==> src/assert_macros.svh <==
// Assertion macros shared by the bank controller RTL.
// No dependencies; include before the module header.
`ifndef ASSERT_MACROS_SVH
`define ASSERT_MACROS_SVH

// Clocked property with async active-low reset disable and a message.
`define CBC_ASSERT_MSG(lbl, clk, rst_n, prop, msg) \
	lbl: assert property (@(posedge clk) disable iff (!rst_n) (prop)) else $error(msg);

// Same, with a generic message.
`define CBC_ASSERT(lbl, clk, rst_n, prop) \
	`CBC_ASSERT_MSG(lbl, clk, rst_n, prop, "cartridge bank controller check failed")

`endif

==> src/cbc_pkg.sv <==
// Shared types, codes and helpers for the cartridge bank controller.
// No dependencies.
package cbc_pkg;

	// mapper kinds
	localparam logic [2:0] MT_ROM  = 3'd0;
	localparam logic [2:0] MT_MBC1 = 3'd1;
	localparam logic [2:0] MT_MBC2 = 3'd2;
	localparam logic [2:0] MT_MBC3 = 3'd3;
	localparam logic [2:0] MT_MBC5 = 3'd4;

	// result target codes
	localparam logic [1:0] TGT_NONE = 2'd0;
	localparam logic [1:0] TGT_ROM  = 2'd1;
	localparam logic [1:0] TGT_RAM  = 2'd2;
	localparam logic [1:0] TGT_HERE = 2'd3;

	localparam logic [7:0] OPEN_BUS  = 8'hFF;
	localparam logic [7:0] MBC2_MASK = 8'hF0;

	localparam int DEFAULT_EXT_RAM_BYTES = 32768;

	typedef struct packed {
		logic        mode;
		logic [15:0] address;
		logic [7:0]  write_data;
	} item_t;

	typedef struct packed {
		logic [2:0]      kind;
		logic [8:0]      rom_sel;
		logic [3:0]      ram_sel;
		logic            ram_en;
		logic [4:0][7:0] clk_regs;
	} st_t;

	typedef struct packed {
		logic [1:0]  target;
		logic [22:0] rom_address;
		logic [16:0] ram_address;
		logic        ram_write;
		logic [7:0]  ram_write_data;
		logic [7:0]  read_value;
		logic [7:0]  read_or_mask;
	} res_t;

	// clock register pick for banks 8..12 (index is bank low bits)
	function automatic logic [7:0] clk_pick(input logic [4:0][7:0] regs, input logic [2:0] idx);
		logic [7:0] v;
		case (idx)
			3'd0: v = regs[0];
			3'd1: v = regs[1];
			3'd2: v = regs[2];
			3'd3: v = regs[3];
			3'd4: v = regs[4];
			default: v = OPEN_BUS;
		endcase
		return v;
	endfunction

endpackage

==> src/cbc_state.sv <==
// Mapper state: mapper register, bank selects, enables, clock latch.
// Depends on cbc_pkg and assert_macros.svh.
`include "assert_macros.svh"
module cbc_state import cbc_pkg::*; (
	input  logic        clk,
	input  logic        arst_n,
	input  logic        cfg_we,
	input  logic [2:0]  cfg_data,
	input  logic        fire,
	input  item_t       item,
	input  logic [5:0]  now_seconds,
	input  logic [5:0]  now_minutes,
	input  logic [4:0]  now_hours,
	input  logic [8:0]  now_days,
	output st_t         st
);

	logic [2:0]      mapper_q;
	logic [8:0]      rom_sel_q;
	logic [3:0]      ram_sel_q;
	logic            ram_en_q;
	logic            bank_mode_q;
	logic            latch_armed_q;
	logic [4:0][7:0] clk_regs_q;
	logic [2:0]      kind;
	logic [15:0]     a;
	logic [7:0]      v;
	logic            en_val;
	logic            clk_bank;

	assign kind     = (mapper_q > MT_MBC5) ? MT_ROM : mapper_q;
	assign a        = item.address;
	assign v        = item.write_data;
	assign en_val   = (v[3:0] == 4'hA);
	assign clk_bank = ram_sel_q inside {[4'd8:4'd12]};

	always_ff @(posedge clk or negedge arst_n) begin
		if (!arst_n) begin
			mapper_q      <= MT_ROM;
			rom_sel_q     <= 9'd1;
			ram_sel_q     <= 4'd0;
			ram_en_q      <= 1'b0;
			bank_mode_q   <= 1'b0;
			latch_armed_q <= 1'b0;
			clk_regs_q    <= '0;
		end else begin
			if (cfg_we) begin
				mapper_q <= cfg_data;
			end
			if (fire && item.mode) begin
				if (a[15:14] == 2'b00) begin
					// 0x0000-0x3FFF: enable / ROM bank low
					if (kind == MT_MBC2) begin
						if (a[8]) begin
							rom_sel_q <= (v[3:0] == 4'h0) ? 9'd1 : {5'd0, v[3:0]};
						end else begin
							ram_en_q <= en_val;
						end
					end else if (!a[13]) begin
						if (kind != MT_ROM) begin
							ram_en_q <= en_val;
						end
					end else begin
						case (kind)
							// low five bits; bank bit 8 drops out
							MT_MBC1: rom_sel_q <= {1'b0, rom_sel_q[7:5],
								(v[4:0] == 5'd0) ? 5'd1 : v[4:0]};
							MT_MBC3: rom_sel_q <= (v[6:0] == 7'd0) ? 9'd1 : {2'd0, v[6:0]};
							MT_MBC5: begin
								if (!a[12]) begin
									rom_sel_q <= {rom_sel_q[8], v};
								end else begin
									rom_sel_q <= {v[0], rom_sel_q[7:0]};
								end
							end
							default: ;
						endcase
					end
				end else if (a[15:13] == 3'b010) begin
					// 0x4000-0x5FFF: RAM bank / ROM bank high
					if (kind == MT_MBC1) begin
						if (!bank_mode_q) begin
							rom_sel_q <= {2'd0, v[1:0], rom_sel_q[4:0]};
						end else begin
							ram_sel_q <= {2'd0, v[1:0]};
						end
					end else if (kind == MT_MBC3 || kind == MT_MBC5) begin
						ram_sel_q <= v[3:0];
					end
				end else if (a[15:13] == 3'b011) begin
					// 0x6000-0x7FFF: banking mode or clock latch
					if (kind == MT_MBC1) begin
						bank_mode_q <= v[0];
					end else if (kind == MT_MBC3) begin
						if (!latch_armed_q && v == 8'h00) begin
							latch_armed_q <= 1'b1;
						end else if (latch_armed_q && v == 8'h01) begin
							clk_regs_q[0] <= {2'd0, now_seconds};
							clk_regs_q[1] <= {2'd0, now_minutes};
							clk_regs_q[2] <= {3'd0, now_hours};
							clk_regs_q[3] <= now_days[7:0];
							clk_regs_q[4] <= {clk_regs_q[4][7], 6'd0, now_days[8]};
							latch_armed_q <= 1'b0;
						end else begin
							latch_armed_q <= 1'b0;
						end
					end
				end else if (a[15:13] == 3'b101 && ram_en_q && kind == MT_MBC3 && clk_bank) begin
					// direct clock register write
					case (ram_sel_q[2:0])
						3'd0: clk_regs_q[0] <= v;
						3'd1: clk_regs_q[1] <= v;
						3'd2: clk_regs_q[2] <= v;
						3'd3: clk_regs_q[3] <= v;
						3'd4: clk_regs_q[4] <= v;
						default: ;
					endcase
				end
			end
		end
	end

	assign st.kind     = kind;
	assign st.rom_sel  = rom_sel_q;
	assign st.ram_sel  = ram_sel_q;
	assign st.ram_en   = ram_en_q;
	assign st.clk_regs = clk_regs_q;

	// latch arms only on a write transfer leaving the input stage
	`CBC_ASSERT(a_arm_on_write, clk, arst_n, $rose(latch_armed_q) |-> $past(fire && item.mode))

endmodule

==> src/cbc_xlate.sv <==
// Address translation and direct answers for one access.
// Depends on cbc_pkg.
module cbc_xlate import cbc_pkg::*; #(
	parameter int EXT_RAM_BYTES = DEFAULT_EXT_RAM_BYTES
) (
	input  item_t item,
	input  st_t   st,
	output res_t  res
);

	localparam logic [17:0] RAM_LIMIT = 18'(EXT_RAM_BYTES);

	logic [15:0] a;
	logic        in_lo, in_bank, in_ram, mbc2_ok, clk_bank, idx_ok;
	logic [16:0] idx;

	assign a        = item.address;
	assign in_lo    = (a[15:14] == 2'b00);
	assign in_bank  = (a[15:14] == 2'b01);
	assign in_ram   = (a[15:13] == 3'b101);
	assign mbc2_ok  = (a[12:9] == 4'd0);
	assign clk_bank = st.ram_sel inside {[4'd8:4'd12]};
	assign idx      = {st.ram_sel, a[12:0]};
	assign idx_ok   = ({1'b0, idx} < RAM_LIMIT);

	always_comb begin
		res = '0;
		if (!item.mode) begin
			if (in_lo) begin
				res.target      = TGT_ROM;
				res.rom_address = {9'd0, a[13:0]};
			end else if (in_bank) begin
				res.target      = TGT_ROM;
				res.rom_address = {st.rom_sel, a[13:0]};
			end else if (in_ram) begin
				if (st.kind == MT_MBC2) begin
					if (mbc2_ok) begin
						res.target       = TGT_RAM;
						res.ram_address  = {4'd0, a[12:0]};
						res.read_or_mask = MBC2_MASK;
					end else begin
						res.target     = TGT_HERE;
						res.read_value = OPEN_BUS;
					end
				end else if (st.kind == MT_MBC3 && clk_bank) begin
					res.target     = TGT_HERE;
					res.read_value = st.ram_en ? clk_pick(st.clk_regs, st.ram_sel[2:0])
						: OPEN_BUS;
				end else if (idx_ok) begin
					res.target      = TGT_RAM;
					res.ram_address = idx;
				end else begin
					res.target     = TGT_HERE;
					res.read_value = OPEN_BUS;
				end
			end else begin
				res.read_value = OPEN_BUS;
			end
		end else if (in_ram && st.ram_en && st.kind != MT_ROM) begin
			if (st.kind == MT_MBC2) begin
				if (mbc2_ok) begin
					res.target         = TGT_RAM;
					res.ram_address    = {4'd0, a[12:0]};
					res.ram_write      = 1'b1;
					res.ram_write_data = {4'd0, item.write_data[3:0]};
				end
			end else if (st.kind == MT_MBC3 && clk_bank) begin
				res.target = TGT_HERE;
			end else if (idx_ok) begin
				res.target         = TGT_RAM;
				res.ram_address    = idx;
				res.ram_write      = 1'b1;
				res.ram_write_data = item.write_data;
			end
		end
	end

endmodule

==> src/cartridge_bank_controller_top.sv <==
// An accepted access passes through the input register, then the result register, which it
// enters only when that register is free. Throughput: one access per cycle while the receiver
// does not stall; the mapper state is read and updated in the same cycle an access leaves
// the input register, so back-to-back accesses see each other's writes.
// A waiting result does not block intake: the input register fills while the result is held.
// Reset (arst_n low, asynchronous): both stages empty, mapper ROM only, ROM bank 1, RAM bank 0,
// RAM disabled, banking mode 0, latch disarmed, clock registers zero.
`include "assert_macros.svh"
module cartridge_bank_controller_top import cbc_pkg::*; #(
	parameter int EXT_RAM_BYTES = DEFAULT_EXT_RAM_BYTES
) (
	input  logic        clk,
	input  logic        arst_n,
	// access channel
	input  logic        in_valid,
	output logic        in_stall,
	input  logic        mode,
	input  logic [15:0] address,
	input  logic [7:0]  write_data,
	input  logic [5:0]  now_seconds,
	input  logic [5:0]  now_minutes,
	input  logic [4:0]  now_hours,
	input  logic [15:0] now_days,
	// result channel
	output logic        out_valid,
	input  logic        out_stall,
	output logic [1:0]  target,
	output logic [22:0] rom_address,
	output logic [16:0] ram_address,
	output logic        ram_write,
	output logic [7:0]  ram_write_data,
	output logic [7:0]  read_value,
	output logic [7:0]  read_or_mask,
	// mapper_type register write
	input  logic        cfg_valid,
	output logic        cfg_ready,
	input  logic [2:0]  cfg_data
);

	// input stage
	logic       valid_s1;
	item_t      item_s1;
	logic [5:0] sec_s1, min_s1;
	logic [4:0] hrs_s1;
	logic [8:0] days_s1;

	// result stage
	logic out_valid_q;
	res_t res_q;

	st_t  st;
	res_t res;
	logic out_free;   // result register can take a new result this cycle
	logic advance;    // input stage moves to the result register
	logic in_xfer;
	logic res_ram;    // held result targets external RAM
	logic mask_set;   // held result carries a read mask

	assign out_free  = !out_valid_q || !out_stall;
	assign advance   = valid_s1 && out_free;
	assign in_stall  = valid_s1 && !out_free;
	assign in_xfer   = in_valid && !in_stall;
	assign cfg_ready = 1'b1;   // write only while idle (not enforced here); always taken

	always_ff @(posedge clk or negedge arst_n) begin
		if (!arst_n) begin
			valid_s1    <= 1'b0;
			out_valid_q <= 1'b0;
		end else begin
			if (in_xfer) begin
				valid_s1 <= 1'b1;
			end else if (advance) begin
				valid_s1 <= 1'b0;
			end
			if (advance) begin
				out_valid_q <= 1'b1;
			end else if (!out_stall) begin
				out_valid_q <= 1'b0;
			end
		end
	end

	// payload registers, no reset
	always_ff @(posedge clk) begin
		if (in_xfer) begin
			item_s1.mode       <= mode;
			item_s1.address    <= address;
			item_s1.write_data <= write_data;
			sec_s1             <= now_seconds;
			min_s1             <= now_minutes;
			hrs_s1             <= now_hours;
			days_s1            <= now_days[8:0];
		end
		if (advance) begin
			res_q <= res;
		end
	end

	cbc_state u_state (
		.clk         (clk),
		.arst_n      (arst_n),
		.cfg_we      (cfg_valid && cfg_ready),
		.cfg_data    (cfg_data),
		.fire        (advance),
		.item        (item_s1),
		.now_seconds (sec_s1),
		.now_minutes (min_s1),
		.now_hours   (hrs_s1),
		.now_days    (days_s1),
		.st          (st)
	);

	// translation sees state before this access's own update
	cbc_xlate #(
		.EXT_RAM_BYTES (EXT_RAM_BYTES)
	) u_xlate (
		.item (item_s1),
		.st   (st),
		.res  (res)
	);

	assign out_valid      = out_valid_q;
	assign target         = res_q.target;
	assign rom_address    = res_q.rom_address;
	assign ram_address    = res_q.ram_address;
	assign ram_write      = res_q.ram_write;
	assign ram_write_data = res_q.ram_write_data;
	assign read_value     = res_q.read_value;
	assign read_or_mask   = res_q.read_or_mask;

	assign res_ram  = (res_q.target == TGT_RAM);
	assign mask_set = out_valid_q && (res_q.read_or_mask != 8'd0);

	// a RAM strobe always goes with a RAM target
	`CBC_ASSERT(a_strobe_ram, clk, arst_n, (out_valid_q && res_q.ram_write) |-> res_ram)
	// the read mask only appears on RAM reads
	`CBC_ASSERT(a_mask_ram, clk, arst_n, mask_set |-> (res_ram && !res_q.ram_write))
	// a transfer out of the input stage always fills the result register
	`CBC_ASSERT_MSG(a_adv_fill, clk, arst_n, advance |=> out_valid_q, "result lost after advance")

endmodule

==> config.mk <==
export PLATFORM = sky130hd
export DESIGN_NAME = cartridge_bank_controller_top
export DESIGN_NICKNAME = d
export VERILOG_FILES = /design/src/cbc_pkg.sv /design/src/cbc_state.sv /design/src/cbc_xlate.sv /design/src/cartridge_bank_controller_top.sv
export VERILOG_INCLUDE_DIRS = /design/src /design/src/src
export SDC_FILE = /design/constraint.sdc
export NUM_CORES = 1
export LEC_CHECK = 0
export BUFFER_PORTS_ARGS = -buffer_cell sky130_fd_sc_hd__buf_2
export CAP_MARGIN = 20
export CORE_ASPECT_RATIO = 1.25
export CORE_MARGIN = 8
export CORE_UTILIZATION = 55
export DETAILED_ROUTE_END_ITERATION = 8
export PLACE_DENSITY_LB_ADDON = 0.25
export SYNTH_ARGS = -nofsm -noshare
export SYNTH_HDL_FRONTEND = slang
export SYNTH_HIERARCHICAL = 1
export SYNTH_SLANG_ARGS = --single-unit
==> constraint.sdc <==
create_clock -name clk -period 13.8 [get_ports clk]
set_input_delay 0.69 -clock clk [delete_from_list [all_inputs] [get_ports clk]]
set_output_delay 0.69 -clock clk [all_outputs]
set_load 0.01 [all_outputs]
==> results.md, run 1 <==
* flop to flop — Crit Path Category
* 14.11 ns — required time at the worst-slack endpoint
* 1250 uW — Final Power
* 0.00673 ns — Layout Skew
* 0.412 ns — worst hold-check slack
* 0.42 ns — Skew-Pair Late Insertion Delay
* 0 — initial antenna violation count
* 568 — synthesized instance count
* 136 — I/O pin count
* 0 — Post-DRT Antenna Nets
* 0.841 — last weighted congestion value of the routability-driven placer
* 6620 um — routed length on met1
* 0.0136 mm^2 — Placeable Area
* 0.878 ns — transition time at the pin with the least slew margin
* 0 — number of maximum-capacitance violations
* 5 — Initial DRT Pass Iterations
* sky130_fd_sc_hd__edfxtp_1 — post-synthesis cell type with the largest combined area
* 21.3% — portion of the clock cycle consumed by the worst path in the final layout
* 147 um — Die Y
* flop — crit path capture type
* 67.1% — sequential fraction of the synthesis area
* 0.00889 mm^2 — summed area of non-filler cells in the final layout
* 4 — number of H-tree levels
* 0 — number of failing setup endpoints in the final timing report
* 0 — Hold Buf Count CTS
* finished, final reports clean — outcome
* done — TritonCTS clock tree
* 55.4% — Initial Utilization
* 0 ns — Setup TNS Final
* sky130_fd_sc_hd__edfxtp_1 — library cell with the highest instance count after synthesis
* input pin to async pin — hold crit path type
* met4 — top routing layer in use
* sky130_fd_sc_hd__edfxtp_1 — dominant synthesized flop cell
* 880 — Post-Layout Cell Count
* 0.0178 mm^2 — die area
* 46.9% — area fraction of the dominant cell type after synthesis
* 0.07 ns — clock-pin slew on the worst setup and hold paths
* 41.5% — worst max-slew margin expressed relative to the limit
* 0.00369 uW — Static Leakage
* 13.3 um^2 — average footprint of a synthesized cell
* 18.6% — global router's overall resource usage
* 0 — overflow left after global routing
* 34.1% — Async S/R FF share, synth
* 16,200 um — Post-Route WL
* 0 — # DRC
* 6 — yosys synthesis warning count
* 48 — row cnt
* 0 — buffer count from post-CTS setup fixing
* 179 — number of storage elements in the synthesis netlist
* 5.59 — Vias per Instance
* 3.25 ns — critical path data arrival time
* 0.0000775 V — Max VDD drop
* 0.00832 mm^2 — area after detailed placement
* 758 — net count of the finished layout
* 0.00756 mm^2 — netlist area before placement
* 0 — post-CTS sizing
* 121 um — Die Width
* 461 — iteration-0 DRC count of the detailed router
* 11,300 um — half-perimeter wire length after placement
* 18.4 um — average wire per cell in the routed design
* 1040 um — total met3 wirelength after detailed routing
* sky130_fd_sc_hd__clkbuf_16 — Clk Tree Root Cell
* 340 MHz — achievable clock frequency
* no — unrepaired setup endpoints after global routing
* 0 — ANT cells
* sky130_fd_sc_hd__edfxtp_1, sky130_fd_sc_hd__dfrtp_1, sky130_fd_sc_hd__and2_1, sky130_fd_sc_hd__mux2_2, sky130_fd_sc_hd__o21ai_0 — biggest area contributors in the synthesized netlist
* flop — type of origin of the critical path
* 2.95 ns — minimum clock period
* 5,001 — via count of the first global-routing pass
* sky130_fd_sc_hd__edfxtp_1, sky130_fd_sc_hd__dfrtp_1, sky130_fd_sc_hd__nand2_1, sky130_fd_sc_hd__and2_1, sky130_fd_sc_hd__o21ai_0 — Synth top cells by count
* 25,800 um — wire length of the first global-routing pass
* 0 — final-report max-slew violation count
* 6 — number of cell instances on the worst register-to-register path
* 179 — number of clock sinks seen by CTS
* 848 — number of cells in the design after placement
* 8050 um — wire length on met2
* 17.6% — post-synthesis to final-layout area growth
* 118 — Post-synth EDFFs
* 4,916 — total number of vias
* 30.2% — share of post-route cells with drive strength above 1
* 2 — Max Root-Sink Buffers
* 62 — Distinct cells, synth
* 0 — final hold violations
* 141 mW/mm^2 — power density of the placed cells
* 17 — number of clock buffers inserted by TritonCTS
* 127 — quantity of I/O buffers inserted on ports
* 69 — critical path fanouts, max
* 70 — largest net degree at the start of global routing
[placed cells by master (no fill, tap or decap), types with 5 or more instances in the layout]
cell,n
sky130_fd_sc_hd__edfxtp_1,118
sky130_fd_sc_hd__mux2_4,5
sky130_fd_sc_hd__mux2i_1,11
sky130_fd_sc_hd__mux2_2,18
sky130_fd_sc_hd__and2_1,40
sky130_fd_sc_hd__nor2b_1,6
sky130_fd_sc_hd__nand3b_1,7
sky130_fd_sc_hd__or2_2,5
sky130_fd_sc_hd__conb_1,7
sky130_fd_sc_hd__nor2_1,23
sky130_fd_sc_hd__a21oi_1,39
sky130_fd_sc_hd__buf_4,7
sky130_fd_sc_hd__inv_1,8
sky130_fd_sc_hd__nor3b_1,5
sky130_fd_sc_hd__buf_2,127
sky130_fd_sc_hd__nand2b_1,6
sky130_fd_sc_hd__and3_1,10
sky130_fd_sc_hd__o21a_1,6
sky130_fd_sc_hd__o21ai_0,40
sky130_fd_sc_hd__o31a_1,7
sky130_fd_sc_hd__nand2_1,48
sky130_fd_sc_hd__nand3_1,5
sky130_fd_sc_hd__dfrtp_1,60
sky130_fd_sc_hd__clkbuf_16,17
[sequential cells by signal, indices dropped and copies added, names as in the netlist, 6 cells and up]
name and cells:
u_state/st 40, item_s1 25, rom_address 23, ram_address 17
days_s1 9, u_state/rom_sel_q 9, ram_write_data 8, read_or_mask 8
read_value 8, min_s1 6, sec_s1 6
[area by class of cell]
class / instances / area, um^2
clock inverters: 15 / 150
inverters: 8 / 30.0
multi-input cells: 352 / 2310
clock buffers: 17 / 425
repair buffers: 134 / 688
well taps: 175 / 219
flip-flops and latches: 179 / 5070
fillers: 989 / 4740
[per-layer routing]
metal	GRT usage, %	up-vias
met1	22.4	2361
met3	4.03	32
met2	30.7	204
met4	9.77	0
li1	-	2319
met5	0	-
[critical path, cell delays in order, from the launching register on]
cell,delay [ns]
sky130_fd_sc_hd__dfrtp_1,0.45
sky130_fd_sc_hd__a21boi_4,0.17
sky130_fd_sc_hd__buf_4,0.64
sky130_fd_sc_hd__and2_1,0.40
sky130_fd_sc_hd__nand3_1,0.12
sky130_fd_sc_hd__a211oi_1,0.60
sky130_fd_sc_hd__mux2_2,0.41
[report_power, final]
part | total [uW] | switching (uW) | internal, uW
Combinational | 129 | 73.3 | 55.8
Sequential | 657 | 33.8 | 623
Clock | 464 | 210 | 254
Total | 1250 | 317 | 933
[cells by family after synthesis]
logic type / count (synthesis) / synth area share [%]
and+or+nand+nor: 184 / 14.0
DFF: 179 / 67.1
other: 2 / 0.0994
muxes: 34 / 5.13
xor gates and xnor gates: 1 / 0.116
AOI/OAI and AO/OA: 126 / 10.8
buffers and inverters: 42 / 2.78
[final timing paths]
kind / slack [ns] / to / start
max: 10.85 / u_state/rom_sel_q[2] / out_valid
min: 0.41 / valid_s1 / arst_n
max reg2reg: 10.85 / u_state/rom_sel_q[2] / out_valid
min reg2reg: 0.48 / u_state/st[16] / u_state/st[16]
max in group asynchronous: 12.86 / u_state/st[22] / arst_n
min in group clk: 0.44 / days_s1[7] / now_days[7]
[per-stage QoR]
step / setup WS, ns / utilization, %
3_3_place_gp: 10.55 / 61.0
3_5_place_dp: 10.47 / 61.0
5_1_grt: 10.63 / 65.2
4_1_cts: 10.84 / 65.2
6_report: 10.85 / 65.2
2_1_floorplan: 6.34 / -
Power figures use the tool's default switching activity.
==> run 2, diff against run 1 <==
--- a/config.mk
+++ b/config.mk
@@ -10,7 +10,7 @@
 export CAP_MARGIN = 20
 export CORE_ASPECT_RATIO = 1.25
 export CORE_MARGIN = 8
-export CORE_UTILIZATION = 55
+export CORE_UTILIZATION = 50
 export DETAILED_ROUTE_END_ITERATION = 8
 export PLACE_DENSITY_LB_ADDON = 0.25
 export SYNTH_ARGS = -nofsm -noshare
==> constraint.sdc (replaced) <==
create_clock -name clk -period 2.7 [get_ports clk]
set_input_delay 0.135 -clock clk [delete_from_list [all_inputs] [get_ports clk]]
set_output_delay 0.135 -clock clk [all_outputs]
set_load 0.01 [all_outputs]
==> run 2 against run 1 <==
Against the previous run:
- sequential share of layout area down 5.2 points
- critical path depth unchanged
- clock-buffer cell count up 8
- critical path type unchanged
- critical endpoint is now u_state/st[9]
- largest power group unchanged
- highest routed layer unchanged
==> results.md, run 2 (synthesis gave the netlist of run 1 again) <==
* 0.913 — last weighted congestion value of the routability-driven placer, +8.6%
* 68 — largest net degree at the start of global routing, -2.9%
* input pin to async pin — hold crit path type
* 0.0110 ns — Layout Skew, +0.00425 ns
* 30.3% — share of post-route cells with drive strength above 1, +0.090 points
* 0.000384 V — Max VDD drop, +400%
* 0.199 ns — pre-CTS worst setup slack, -10.27 ns
* 17.8 um — average wire per cell in the routed design, -2.9%
* 12,100 um — half-perimeter wire length after placement, +6.7%
* 4 — number of H-tree levels, unchanged
* sky130_fd_sc_hd__buf_2, sky130_fd_sc_hd__edfxtp_1, sky130_fd_sc_hd__dlygate4sd3_1 — top library cells by usage in the layout, fill and taps aside
* item_s1[5] — startpoint of the worst register-to-register path
* 0.22 ns — r2r setup slk, -10.64 ns
* 0 — final hold violations, unchanged
* 0 ns — Setup TNS Final, unchanged
* 2 — Max Root-Sink Buffers, unchanged
* 44.1% — worst max-slew margin expressed relative to the limit, +2.6 points
* 0.43 ns — Skew-Pair Late Insertion Delay, about the same
* 28,000 um — wire length of the first global-routing pass, +8.5%
* 0 — number of failing setup endpoints in the final timing report, unchanged
* 40 — number of flip-flops under the largest register name, unchanged
* 65.7% — end-of-flow core utilization, +0.45 points
* flop to flop — Crit Path Category
* 0.216 ns — setup slack of the critical path after layout, -10.64 ns
* 0.839 ns — transition time at the pin with the least slew margin, -0.0391 ns
* 5,433 — via count of the first global-routing pass, +8.6%
* 0 — # DRC, unchanged
* 0 — post-CTS sizing, unchanged
* 0.06 ns — clock-pin slew on the worst setup and hold paths, about the same
* 0 — number of maximum-capacitance violations, unchanged
* 403 MHz — achievable clock frequency, +19%
* flop — crit path capture type
* 136 — I/O pin count, unchanged
* 302 — iteration-0 DRC count of the detailed router, -34%
* 0.0149 mm^2 — Placeable Area, +9.2%
* no — unrepaired setup endpoints after global routing
* 8 — critical path fanouts, max, -88%
* 1,129 — number of fill cells in the layout, +14%
* 92.0% — portion of the clock cycle consumed by the worst path in the final layout, +71 points
* 0 — ANT cells, unchanged
* 6550 uW — Final Power, +420%
* sky130_fd_sc_hd__clkbuf_16 — Clk Tree Root Cell
* finished, final reports clean — outcome
* 2.97 ns — required time at the worst-slack endpoint, -11.14 ns
* sky130_fd_sc_hd__buf_2 — most common library cell in the layout ignoring fill and taps
* 17 — number of clock buffers inserted by TritonCTS, unchanged
* 18.5% — global router's overall resource usage, -0.15 points
* flop — type of origin of the critical path
* 670 mW/mm^2 — power density of the placed cells, +380%
* 0 — Post-DRT Antenna Nets, unchanged
* 0 — final-report max-slew violation count, unchanged
* 50.8% — Initial Utilization, -4.7 points
* 5.36 — Vias per Instance, -4.0%
* 179 — number of clock sinks seen by CTS, unchanged
* 0.0193 mm^2 — die area, +8.8%
* 6 — number of cell instances on the worst register-to-register path, unchanged
* 2.48 ns — minimum clock period, -0.461 ns
* 0 — buffer count from post-CTS setup fixing, unchanged
* 17,400 um — Post-Route WL, +7.4%
* 50 — row cnt, +4.2%
* 127 — quantity of I/O buffers inserted on ports, unchanged
* done — TritonCTS clock tree
* 60 — Hold Buf Count CTS, +60
* 845 — net count of the finished layout, +11%
* 2.76 ns — critical path data arrival time, -0.49 ns
* 5 — Initial DRT Pass Iterations, unchanged
* 0.160 ns — worst hold-check slack, -0.252 ns
* 126 um — Die Width, +4.2%
* 29.4% — post-synthesis to final-layout area growth
* 0.00409 uW — Static Leakage, +11%
* 0 — initial antenna violation count, unchanged
* 5,221 — total number of vias, +6.2%
* 153 um — Die Y, +4.4%
* u_state/st[9] — RR Endpoint
* 0 — overflow left after global routing, unchanged
run 2: worst max-delay path by stage:
stage,from,endpoint,slack [ns],depth (start not counted)
floorplan,out_valid,u_state/st[33],-0.29,7
global placement,item_s1[5],u_state/st[11],0.29,6
detailed placement,item_s1[5],u_state/st[8],0.20,6
CTS,item_s1[5],u_state/st[9],0.19,6
global route,u_state/mapper_q[1],ram_address[2],0.07,6
finish,item_s1[5],u_state/st[9],0.22,6
run 2: layout make-up:
class	count	area, um^2	area share [%]
tap	182	228	2.33
clock inverter	7	98.8	1.01
sequential	179	5070	51.9
multi-input combinational	352	2360	24.1
clock buffer	25	475	4.86
timing repair buffer	221	1520	15.5
inverter	8	30.0	0.307
run 2: power by group:
part	internal, uW	switching, uW	leakage (uW)
clock network	1420	975	0.000276
logic	395	468	0.00184
registers	3180	113	0.00198
total	5000	1560	0.00409
run 2: layer usage:
layer	GRT usage, %	vias to the layer above	routed length [um]	share of wire, %
met5	0	-	0	0
met4	9.13	0	480	2.8
met1	21.1	2505	7070	41
met3	4.46	34	1020	5.9
met2	31.8	191	8790	51
li1	-	2491	-	-
run 2: critical path: stages (launching register included):
cell and delay (ns):
sky130_fd_sc_hd__edfxtp_1 0.39, sky130_fd_sc_hd__or4_4 0.58, sky130_fd_sc_hd__o41a_2 0.45, sky130_fd_sc_hd__o221ai_4 0.20
sky130_fd_sc_hd__buf_4 0.17, sky130_fd_sc_hd__o21bai_1 0.33, sky130_fd_sc_hd__o21ai_0 0.21
run 2: through the flow:
| step | std cells | cell area [um^2] |
|---|---|---|
| 4_1_cts | 973 | 9760 |
| 6_report | 974 | 9780 |
| 2_1_floorplan | 573 | 7650 |
| 3_3_place_gp | 881 | 8580 |
| 5_1_grt | 974 | 9780 |
| 3_5_place_dp | 881 | 8580 |
